## src/sv/spc_pkg.sv

```systemverilog
`timescale 1ns / 1ps
`default_nettype none

package spc_pkg;

   // Request kinds carried in req_tuser.
   localparam logic [3:0] REQ_TICK       = 4'd0;
   localparam logic [3:0] REQ_START      = 4'd1;
   localparam logic [3:0] REQ_STOP       = 4'd2;
   localparam logic [3:0] REQ_PAUSE      = 4'd3;
   localparam logic [3:0] REQ_RESUME     = 4'd4;
   localparam logic [3:0] REQ_STEP_CYC   = 4'd5;
   localparam logic [3:0] REQ_STEP_ABS   = 4'd6;
   localparam logic [3:0] REQ_SET_TIME   = 4'd7;
   localparam logic [3:0] REQ_SET_CORR   = 4'd8;
   localparam logic [3:0] REQ_READ       = 4'd9;

   // Run states reported in the result.
   localparam logic [1:0] RUN_STOPPED = 2'd0;
   localparam logic [1:0] RUN_RUNNING = 2'd1;
   localparam logic [1:0] RUN_PAUSED  = 2'd2;

   // Configuration register indexes.
   localparam logic [2:0] CSR_TICK_PERIOD    = 3'd0;
   localparam logic [2:0] CSR_SPEED_RATE     = 3'd1;
   localparam logic [2:0] CSR_ONLINE_MODE    = 3'd2;
   localparam logic [2:0] CSR_SLEW_STEP      = 3'd3;
   localparam logic [2:0] CSR_JUMP_THRESHOLD = 3'd4;

   // Configuration reset values.
   localparam logic [31:0] RST_TICK_PERIOD    = 32'd10000;
   localparam logic [15:0] RST_SPEED_RATE     = 16'd1;
   localparam logic [31:0] RST_SLEW_STEP      = 32'd10000;
   localparam logic [62:0] RST_JUMP_THRESHOLD = 63'd3000000000;

   typedef struct packed {
      logic load;
      logic mul_rate;
      logic mul_lo;
      logic mul_hi;
      logic commit;
   } spc_cmd_type;

endpackage

`default_nettype wire

```

## src/sv/spc_ctrl.sv

```systemverilog
`timescale 1ns / 1ps
`default_nettype none

module spc_ctrl
   import spc_pkg::*;
(
   input  wire         clock,
   input  wire         reset,
   input  wire         req_tvalid,
   output logic        req_tready,
   output logic        rsp_tvalid,
   input  wire         rsp_tready,
   output spc_cmd_type cmd
);

   localparam logic [2:0] S_IDLE     = 3'd0;
   localparam logic [2:0] S_MUL_RATE = 3'd1;
   localparam logic [2:0] S_MUL_LO   = 3'd2;
   localparam logic [2:0] S_MUL_HI   = 3'd3;
   localparam logic [2:0] S_EXEC     = 3'd4;

   logic [2:0] state_ff;
   logic [2:0] state_in;
   logic       rsp_valid_ff;
   logic       can_commit;
   logic       req_fire;

   // The output register is free when empty or being drained in this cycle.
   assign can_commit = !rsp_valid_ff || rsp_tready;
   assign req_tready = (state_ff == S_IDLE) || ((state_ff == S_EXEC) && can_commit);
   assign req_fire   = req_tvalid && req_tready;
   assign rsp_tvalid = rsp_valid_ff;

   always_comb begin
      cmd.load     = req_fire;
      cmd.mul_rate = (state_ff == S_MUL_RATE);
      cmd.mul_lo   = (state_ff == S_MUL_LO);
      cmd.mul_hi   = (state_ff == S_MUL_HI);
      cmd.commit   = (state_ff == S_EXEC) && can_commit;
   end

   always_comb begin
      state_in = state_ff;
      unique case (state_ff)
         S_IDLE: begin
            if (req_fire) state_in = S_MUL_RATE;
         end
         S_MUL_RATE: state_in = S_MUL_LO;
         S_MUL_LO:   state_in = S_MUL_HI;
         S_MUL_HI:   state_in = S_EXEC;
         S_EXEC: begin
            if (can_commit) state_in = req_fire ? S_MUL_RATE : S_IDLE;
         end
         default:    state_in = S_IDLE;
      endcase
   end

   always_ff @(posedge clock) begin
      if (reset) begin
         state_ff     <= S_IDLE;
         rsp_valid_ff <= 1'b0;
      end else begin
         state_ff <= state_in;
         if (cmd.commit) rsp_valid_ff <= 1'b1;
         else if (rsp_tready) rsp_valid_ff <= 1'b0;
      end
   end

`ifndef ASSERT_OFF
   a_accept_state: assert property (@(posedge clock) disable iff (reset)
      req_fire |-> (state_ff == S_IDLE || state_ff == S_EXEC))
      else $error("request accepted while an item is in flight");
   a_accept_starts: assert property (@(posedge clock) disable iff (reset)
      req_fire |=> (state_ff == S_MUL_RATE))
      else $error("accepted request did not start the multiply sequence");
   a_no_overwrite: assert property (@(posedge clock) disable iff (reset)
      cmd.commit |-> (!rsp_valid_ff || rsp_tready))
      else $error("commit would overwrite an undelivered result");
   a_seq_order: assert property (@(posedge clock) disable iff (reset)
      (state_ff == S_MUL_HI) |-> ($past(state_ff) == S_MUL_LO))
      else $error("multiply sequence skipped a step");
`endif

endmodule

`default_nettype wire

```

## config.mk

```make
export PLATFORM = sky130hd
export DESIGN_NAME = spc_ctrl
export DESIGN_NICKNAME = d
export VERILOG_FILES = /design/src/sv/spc_pkg.sv /design/src/sv/spc_ctrl.sv
export SDC_FILE = /design/constraint.sdc
export NUM_CORES = 1
export LEC_CHECK = 0
export ABC_AREA = 1
export ABC_CLOCK_PERIOD_IN_PS = 2000
export BUFFER_PORTS_ARGS = -buffer_cell sky130_fd_sc_hd__buf_2
export CORE_AREA = 2 2 39 41
export DETAILED_ROUTE_END_ITERATION = 6
export DIE_AREA = 0 0 41 43
export HOLD_SLACK_MARGIN = 0.03
export SYNTH_ARGS = -nofsm -noshare
export SYNTH_HDL_FRONTEND = slang
export SYNTH_SLANG_ARGS = --single-unit
```

## constraint.sdc

```tcl
create_clock -name clock -period 2 [get_ports clock]
set_input_delay 0.3 -clock clock [delete_from_list [all_inputs] [get_ports clock]]
set_output_delay 0.3 -clock clock [all_outputs]
set_load 0.02 [all_outputs]
```

==> results of run 1 <==
## registers in the layout, summed over array words and instances (netlist names)
signal / flops
state_ff: 3
rsp_tvalid: 1
## critical path: stages (launching register included)
cell,delay [ps]
dfxtp_1,330
nor2_2,190
o21ai_2,90
nor2_2,110
buf_2,180
## where the power goes
| group | leakage [uW] | switching, uW | internal [uW] |
|---|---|---|---|
| combinational | 0.000115 | 52.5 | 28.9 |
| clock | 0.0000138 | 37.4 | 67.4 |
| sequential | 0.0000328 | 7.57 | 87.0 |
| total | 0.000162 | 97.5 | 183 |
## layout make-up
| cell class | instances | area [um2] | area share (%) |
|---|---|---|---|
| clock buffers | 3 | 22.52 | 7.115 |
| inverters | 7 | 26.28 | 8.300 |
| multi-input cells | 23 | 117.6 | 37.15 |
| flip-flops and latches | 4 | 80.08 | 25.30 |
| well taps | 16 | 20.02 | 6.324 |
| repair buffers | 10 | 50.05 | 15.81 |
## path summary, 6_finish.rpt
kind / to / start / depth (start not counted) / slack (ps)
setup / recovery: cmd[4] / state_ff[1] / 4 / 560
hold / removal: rsp_tvalid / reset / 2 / 260
setup reg to reg: state_ff[0] / state_ff[1] / 4 / 1020
hold reg to reg: rsp_tvalid / rsp_tvalid / 2 / 530
## cells by family after synthesis
kind of cell	after synthesis	share of synthesized area, %
buf+inv	8	14.59
simple gates	20	42.70
flops	4	34.60
compound gates	3	8.109
## layer usage
layer	routed length [um]	part of all wire (%)
met4	0	0
met5	0	0
met1	253	50
met2	194	39
met3	54	11
## placed cells by master, fill, tap and decap left out
master | synthesis | layout
nor2_2 | 4 | 4
clkbuf_4 | 0 | 3
buf_2 | 0 | 10
inv_2 | 3 | 3
a21oi_1 | 2 | 2
nand3_1 | 2 | 2
nand3_2 | 1 | 1
nor3_1 | 1 | 1
inv_1 | 4 | 4
nand3b_1 | 1 | 1
dfxtp_1 | 4 | 4
nor2_1 | 6 | 6
o21ai_2 | 1 | 1
nand2_1 | 5 | 5
## through the flow
| step | hold WS (ps) | setup WS (ps) | std cells | utilization, % | area (um2) |
|---|---|---|---|---|---|
| floorplan | 369.1 | 792.0 | 35 | - | 231.5 |
| global placement | 513.2 | 826.0 | 60 | 21.25 | 294.0 |
| detailed placement | 518.3 | 803.1 | 60 | 21.25 | 294.0 |
| CTS | 256.2 | 543.3 | 63 | 22.88 | 316.6 |
| global route | 265.3 | 457.0 | 63 | 22.88 | 316.6 |
| finish | 262.1 | 560.0 | 63 | 22.88 | 316.6 |
==> results by group, run 1 <==
Finish
  – Synth-to-layout area growth: 36.76%
  – Final nets: 53
  – Fillers: approximately 160
  – Fraction of layout instances using a drive strength above 1: between 40% and 50%
  – ANT cells: 0

Clock network
  – Clock Latency Late Sink: about 240 ps
  – Cts repair resizes: 0
  – Buffer count from post-CTS setup fixing: 0
  – Cts hold-fix bufs: 0
  – Worst-path clk slew: roughly 40 ps
  – Root buffer cell: clkbuf_4
  – H-tree depth: 1
  – TritonCTS buffer count: 3
  – CTS tree: built
  – CTS max path bufs: 2
  – Clk sinks: 4

Logic synthesis
  – Mapped Nets: 39
  – Top cells by instance count after synthesis: nor2_1 (6), nand2_1 (5), dfxtp_1 (4), inv_1 (4), nor2_2 (4)
  – Syn_area_per_cell: ~6.6 um2
  – Asr flop ratio synth: 0%
  – EDFF count, synth: 0
  – Synth area leader: dfxtp_1
  – Post-synth cell types: 13
  – Seq/Total Area, Yosys: 34.59%
  – Seq cells post-synth: 4
  – Most used DFF post-synth: dfxtp_1
  – Synth warnings: 0
  – Mapped Cells: 35
  – Mapped cell area: 231.5 um2
  – Count leader, synth: nor2_1
  – Synth top area cells: dfxtp_1 (35%), nor2_2 (11%), nor2_1 (9.7%)
  – Synth top area share: about 35%

Floorplan
  – DIE AREA: about 1800 um2
  – Die span in x: 41 um
  – Site Rows: 14
  – I/O pins: 11
  – Die Y: between 40 and 50 um
  – Initial Utilization: between 15 and 20%
  – Core area: 1384 um2

Global route
  – Initial antenna violation count: 0
  – Met2 usage: between 6 and 7%
  – Met1 GRT Util: between 8 and 9%
  – Top Usage Layer GRT: met3
  – GR Util met3: 9.424%
  – Total track usage: around 7.5%
  – Gr ovfl total: 0
  – Maximum number of pins on one net before global-route repair: 7
  – Global-route wire length before repair: 731 um
  – Vias in the first global route: 197

Drt
  – Vias after detailed routing: ~240
  – Final wirelength: approximately 500 um
  – DRT iter0 DRCs: 5
  – WL/cell: between 7 and 8 um
  – Antenna-violating nets left: 0
  – Residual DRC: 0
  – DR pass1 iterations: 2
  – Via-to-Cell Ratio: approximately 3.8

Critical path
  – Critical path type: reg2out
  – Required @ worst endpoint: ~1700 ps
  – Arr. time, crit path: about 1100 ps
  – Worst-path maximum fanout: 4
  – Critical Path End Type: output port
  – Startpoint types: flop

Power
  – LEAKAGE: between 0.00015 and 0.0002 uW
  – Peak supply drop: slightly below 0.4 mV
  – Design Power: 280.8 uW
  – Pwr Density: 887.0 nW/um2

Timing
  – Max frequency: 694.4 MHz
  – Final setup skew: between 7 and 8 ps
  – Setup Viol. Count Final: 0
  – Final Hold Vio Count: 0
  – Slew @ Worst Pin: between 200 and 250 ps
  – RSZ-0062 raised after global routing: no
  – Final Max Slew Viols: 0
  – Max-Slew Margin vs Limit: 84.36%
  – Tcrit/Tclk final: about 72%
  – Final Critical Period: between 1000 and 1500 ps
  – Setup_tns: 0 ps

Worst hold path
  – HP Class: in2reg

Outcome
  – Status: complete, no violations

Placement
  – Detail Placement HPWL: around 380 um
  – IO buf count: 10
  – Gp weighted congestion: ~0.67

Flow run
  – Max-Cap Viols: 0
Note: power is estimated with default switching activity, not from simulation.
==> run 2, diff against run 1 <==
--- a/config.mk
+++ b/config.mk
@@ -6,7 +6,7 @@
 export NUM_CORES = 1
 export LEC_CHECK = 0
 export ABC_AREA = 1
-export ABC_CLOCK_PERIOD_IN_PS = 2000
+export ABC_CLOCK_PERIOD_IN_PS = 1400
 export BUFFER_PORTS_ARGS = -buffer_cell sky130_fd_sc_hd__buf_2
 export CORE_AREA = 2 2 39 41
 export DETAILED_ROUTE_END_ITERATION = 6
==> constraint.sdc (replaced) <==
create_clock -name clock -period 1.4 [get_ports clock]
set_input_delay 0.21 -clock clock [delete_from_list [all_inputs] [get_ports clock]]
set_output_delay 0.21 -clock clock [all_outputs]
set_load 0.02 [all_outputs]
==> results by group, run 2 (same netlist as run 1, synthesis figures left out) <==
Outcome
  – Status: complete, no violations

Floorplan
  – Core area: 1384 um2 (unchanged)
  – Die span in x: 41 um (unchanged)
  – Site Rows: 14 (unchanged)
  – DIE AREA: 1763 um2 (unchanged)
  – I/O pins: 11 (unchanged)
  – Die Y: 43 um (unchanged)
  – Initial Utilization: 16.73% (unchanged)

Critical path
  – Critical path type: reg2out
  – Crit path buffers/inverters: 2 (+1)
  – Critical-path top delay cell: dfxtp_1
  – Startpoint types: flop
  – Arr. time, crit path: 1110 ps (-30 ps)
  – Required @ worst endpoint: 1190 ps (-510 ps)
  – Crit path largest cell delay: 410 ps (+80 ps)
  – Worst path cell trace: inv_2, nor3_1, buf_2
  – Critical Path End Type: output port
  – Worst-path maximum fanout: 3 (-1)
  – Reg-to-Reg Start: state_ff[1]
  – Crit path launch: state_ff[0]
  – CP delay by family, top: flip-flops

Clock network
  – CTS tree: built
  – Worst-path clk slew: 40 ps (about the same)
  – Clk sinks: 4 (unchanged)
  – Clock Latency Late Sink: 230 ps (about the same)
  – H-tree depth: 1 (unchanged)
  – TritonCTS buffer count: 3 (unchanged)
  – Root buffer cell: clkbuf_4
  – Cts hold-fix bufs: 0 (unchanged)
  – CTS max path bufs: 2 (unchanged)

Timing
  – Max-Slew Margin vs Limit: 84.36% (about the same)
  – Tcrit/Tclk final: a little over nine tenths
  – Final Max Slew Viols: 0 (unchanged)
  – RSZ-0062 raised after global routing: no
  – Setup_tns: 0 ps (unchanged)
  – Max frequency: ~760 MHz
  – Final setup skew: 0.8877 ps (-6.383 ps)
  – Final Hold Vio Count: 0 (unchanged)
  – Slew @ Worst Pin: 232.8 ps (-0.1044 ps)
  – Worst setup margin: 79.61 ps (-480.4 ps)
  – Final Critical Period: approximately 1300 ps
  – Setup Viol. Count Final: 0 (unchanged)

Global route
  – Maximum number of pins on one net before global-route repair: 7 (unchanged)
  – Vias in the first global route: 202 (+2.5%)
  – Gr ovfl total: 0 (unchanged)
  – Global-route wire length before repair: 738 um (+0.96%)
  – Total track usage: 7.229% (-0.31 points)
  – Top Usage Layer GRT: met4
  – Met2 usage: 7.813% (+1.2 points)
  – Met1 GRT Util: 7.395% (-1.3 points)
  – Initial antenna violation count: 0 (unchanged)
  – GR Util met3: 4.712% (-4.7 points)

Drt
  – Antenna-violating nets left: 0 (unchanged)
  – Residual DRC: 0 (unchanged)
  – WL/cell: 7.762 um (-2.6%)
  – DRT iter0 DRCs: 4 (-1)
  – DR pass1 iterations: 2 (unchanged)
  – Vias after detailed routing: 234 (-1.3%)
  – Via-to-Cell Ratio: 3.714 (-1.3%)
  – Final wirelength: 489 um (-2.6%)

Finish
  – Commonest cells after routing, fill and taps aside: buf_2 (10), nor2_1 (6), nand2_1 (5), inv_1 (4)
  – Max reg flops: 3 (unchanged)
  – Non-Filler Instances: 63 (unchanged)
  – Synth-to-layout area growth: 39.46%
  – Fraction of layout instances using a drive strength above 1: 48.94% (+2.1 points)
  – Largest reg by FF count: state_ff
  – Area of the multi-input gates: 122.6 um2 (+4.3%)
  – Final nets: 53 (unchanged)
  – ANT cells: 0 (unchanged)
  – Commonest non-fill, non-tap cell in the layout: buf_2
  – Storage element area: 81.33 um2 (+1.6%)
  – Fillers: 158 (-1.9%)

Flow run
  – Max-Cap Viols: 0 (unchanged)

Power
  – Peak supply drop: 0.3448 mV (-10%)
  – Pwr Density: 1227 nW/um2 (+38%)
  – LEAKAGE: 0.0001638 uW (+1.2%)

Placement
  – Gp weighted congestion: 0.7319 (+9.4%)
  – IO buf count: 10 (unchanged)
  – Detail Placement HPWL: 382.1 um (+0.69%)
  – Cells after DPL: 60 (unchanged)
  – Setup WS pre-CTS: 292.4 ps (-510.7 ps)

Worst hold path
  – Min-delay src: reset
  – HP Class: in2reg
==> run 2: cell count changes in the layout (fill, tap and decap cells not counted) <==
cell	previous run	this run
nor2_4	0	1
dfxtp_2	0	1
dfxtp_1	4	3
nor2_2	4	3
==> run 2: what timing repair did <==
action	CTS	global route
buffers inserted	0	0
setup endpoints to repair	0	3
resized for setup	0	2
==> run 2: power breakdown <==
group	total (uW)	switching, uW	internal [uW]
Clock	139	43.5	95.6
Combinational	118	74.6	43.4
Sequential	139	14.3	125
==> run 2: per-layer routing <==
| layer | wire length [um] | part of all wire (%) |
|---|---|---|
| met1 | 238 | 49 |
| met2 | 202 | 41 |
| met3 | 39 | 8.0 |
| met4 | 10 | 2.0 |
| met5 | 0 | 0 |
==> run 2: cell type report <==
class,instances,share of cell area [%]
clock buffers,3,6.977
inverters,7,8.140
multi-input cells,23,37.98
flip-flops and latches,4,25.19
well taps,16,6.202
repair buffers,10,15.50
==> run 2: through the flow <==
stage / util, % / cell area [um2] / hold slack (ps) / total power, uW
6_report: 23.33 / 322.8 / 180.5 / 396.1
5_1_grt: 23.33 / 322.8 / 179.8 / 428.2
3_3_place_gp: 21.25 / 294.0 / 425.2 / 253.3
2_1_floorplan: - / 231.5 / 279.1 / 226.3
3_5_place_dp: 21.25 / 294.0 / 423.7 / 253.4
4_1_cts: 22.88 / 316.6 / 176.1 / 401.4
==> run 2: path summary, 6_finish.rpt <==
check	end	slack [ps]	cells after the start
setup / recovery	cmd[3]	80	3
setup reg to reg	state_ff[0]	410	5
hold / removal	state_ff[2]	180	2
hold reg to reg	rsp_tvalid	530	2
==> run 2: worst reg2reg max path, cell delays in order (launching register included) <==
cell,delay (ps)
dfxtp_1,410
nor2_4,80
nand3_1,150
nand3_2,80
nor2_2,120
nor2_2,40
==> run 3, diff against run 2 <==
--- a/config.mk
+++ b/config.mk
@@ -6,7 +6,7 @@
 export NUM_CORES = 1
 export LEC_CHECK = 0
 export ABC_AREA = 1
-export ABC_CLOCK_PERIOD_IN_PS = 1400
+export ABC_CLOCK_PERIOD_IN_PS = 1700
 export BUFFER_PORTS_ARGS = -buffer_cell sky130_fd_sc_hd__buf_2
 export CORE_AREA = 2 2 39 41
 export DETAILED_ROUTE_END_ITERATION = 6
==> constraint.sdc (replaced) <==
create_clock -name clock -period 1.7 [get_ports clock]
set_input_delay 0.255 -clock clock [delete_from_list [all_inputs] [get_ports clock]]
set_output_delay 0.255 -clock clock [all_outputs]
set_load 0.02 [all_outputs]
==> results by group, run 3 (same netlist as run 1, synthesis figures left out) <==
Outcome
  – Status: complete, no violations

Finish
  – Synth-to-layout area growth: 36.76%
  – Final core utilization: 22.88% (-0.45 points)
  – ANT cells: 0 (unchanged)
  – Non-Filler Instances: 63 (unchanged)
  – Commonest cells after routing, fill and taps aside: buf_2 (10), nor2_1 (6), nand2_1 (5)
  – Commonest non-fill, non-tap cell in the layout: buf_2
  – Final nets: 53 (unchanged)
  – Largest reg by FF count: state_ff
  – Max reg flops: 3 (unchanged)
  – Fraction of layout instances using a drive strength above 1: 46.81% (-2.1 points)

Timing
  – Worst setup margin: 302.4 ps (+222.8 ps)
  – Tcrit/Tclk final: roughly 82%
  – Max frequency: 715.5 MHz
  – Setup Viol. Count Final: 0 (unchanged)
  – Final Max Slew Viols: 0 (unchanged)
  – Slew @ Worst Pin: 207.4 ps (-25.38 ps)
  – Final Critical Period: about 1400 ps
  – Max-Slew Margin vs Limit: 86.07% (+1.7 points)
  – Final Hold Vio Count: 0 (unchanged)
  – RSZ-0062 raised after global routing: no
  – Setup_tns: 0 ps (unchanged)
  – Final setup skew: 4.919 ps (+4.031 ps)

Power
  – Sw Pwr: 111.5 uW (-16%)
  – Int Power: 215.5 uW (-18%)
  – Sw Share: 34.11% (+0.67 points)
  – Sequential Power Share: 33.9% (-1.2 points)
  – Peak supply drop: 0.4972 mV (+44%)
  – Design Power: 327.0 uW (-17%)
  – Pwr Density: 1033 nW/um2 (-16%)
  – LEAKAGE: 0.0001619 uW (-1.2%)
  – Clock share of power: 36.6% (+1.5 points)
  – Comb pwr share: 29.5% (-0.3 points)

Placement
  – Gp weighted congestion: 0.6639 (-9.3%)
  – IO buf count: 10 (unchanged)
  – Cells after DPL: 60 (unchanged)
  – Detail Placement HPWL: 378.8 um (-0.86%)
  – Setup WS pre-CTS: 536.0 ps (+243.6 ps)

Drt
  – Residual DRC: 0 (unchanged)
  – Via-to-Cell Ratio: 3.841 (+3.4%)
  – DRT iter0 DRCs: 7 (+3)
  – Final wirelength: 493 um (+0.82%)
  – DR pass1 iterations: 3 (+1)
  – Vias after detailed routing: 242 (+3.4%)
  – Antenna-violating nets left: 0 (unchanged)
  – WL/cell: 7.825 um (+0.82%)

Global route
  – Gr ovfl total: 0 (unchanged)
  – Initial antenna violation count: 0 (unchanged)
  – Total track usage: 7.430% (+0.20 points)
  – Maximum number of pins on one net before global-route repair: 7 (unchanged)
  – Global-route wire length before repair: 814 um (+10%)
  – Vias in the first global route: 212 (+5.0%)

Critical path
  – Critical-path top delay cell: dfxtp_1
  – Critical path type: reg2out
  – Arr. time, crit path: 1140 ps (+30 ps)
  – Worst path cell trace: nor2_2, o21ai_2, nor2_2, buf_2
  – Crit path largest cell delay: 330 ps (-80 ps)
  – CP delay by family, top: flip-flops
  – Critical Path End Type: output port
  – Crit path buffers/inverters: 1 (-1)
  – Worst-path maximum fanout: 4 (+1)
  – Startpoint types: flop
  – Cell repeated most along the worst path: nor2_2
  – R2R cell count: 4 (-1)
  – Number of cells on the critical path: 4 (+1)
  – Required @ worst endpoint: 1440 ps (+250 ps)

Clock network
  – Clock Latency Late Sink: 240 ps (about the same)
  – CTS tree: built
  – H-tree depth: 1 (unchanged)
  – Clk sinks: 4 (unchanged)
  – Cts repair resizes: 0 (unchanged)
  – Buffer count from post-CTS setup fixing: 0 (unchanged)
  – Worst-path clk slew: 40 ps (about the same)
  – CTS max path bufs: 2 (unchanged)
  – TritonCTS buffer count: 3 (unchanged)
  – Cts hold-fix bufs: 0 (unchanged)
  – Root buffer cell: clkbuf_4

Floorplan
  – Site Rows: 14 (unchanged)
  – Die span in x: 41 um (unchanged)
  – I/O pins: 11 (unchanged)
  – Initial Utilization: 16.73% (unchanged)
  – DIE AREA: 1763 um2 (unchanged)
  – Die Y: 43 um (unchanged)
  – Core area: 1384 um2 (unchanged)

Worst hold path
  – HP Class: in2reg
  – Hold path depth: 2 (unchanged)

Flow run
  – Max-Cap Viols: 0 (unchanged)
-- run 3: cell counts in the layout (fill, tap and decap cells not counted) --
Identical to the previous run, type by type.
-- run 3: worst paths after layout --
check,startpoint,to,slack (ps)
hold reg to reg,rsp_tvalid,rsp_tvalid,530
setup reg to reg,state_ff[1],state_ff[0],720
setup / recovery,state_ff[1],cmd[4],300
hold / removal,reset,rsp_tvalid,220
-- run 3: cell type report --
cell class,instances,area (um2)
fill,162,1067
inverter,7,26.28
timing repair buffer,10,50.05
tap,16,20.02
sequential,4,80.08
multi-input combinational,23,117.6
clock buffer,3,22.52
-- run 3: metrics by stage --
stage | hold WS [ps] | instance area [um2]
after floorplan | 324.1 | 231.5
after global placement | 471.5 | 294.0
after detailed placement | 466.5 | 294.0
after CTS | 215.8 | 316.6
after global routing | 218.7 | 316.6
final | 223.8 | 316.6
-- run 3: per-layer routing --
metal  global-route usage, %  vias up  wire (um)
met2                   7.500       10        186
met3                   6.283        2         40
met1                   9.325       97        256
li1                        -      133          -
met4                   6.000        0         10
met5                       0        -          0
-- run 3: worst register-to-register path: cells and delay by family (launching register included) --
| kind | cells | cell delay (ps) |
|---|---|---|
| flops | 1 | 330 |
| simple gates | 4 | 560 |
-- run 3: power groups by stage --
stage                     registers (uW)  clock network (uW)  logic [uW]
final                                111                 120        96.4
after global routing                 112                 137         109
after CTS                            111                 125        97.9
after detailed placement             112                   0        96.8
after global placement               112                   0        96.5
after floorplan                      112                   0        74.7
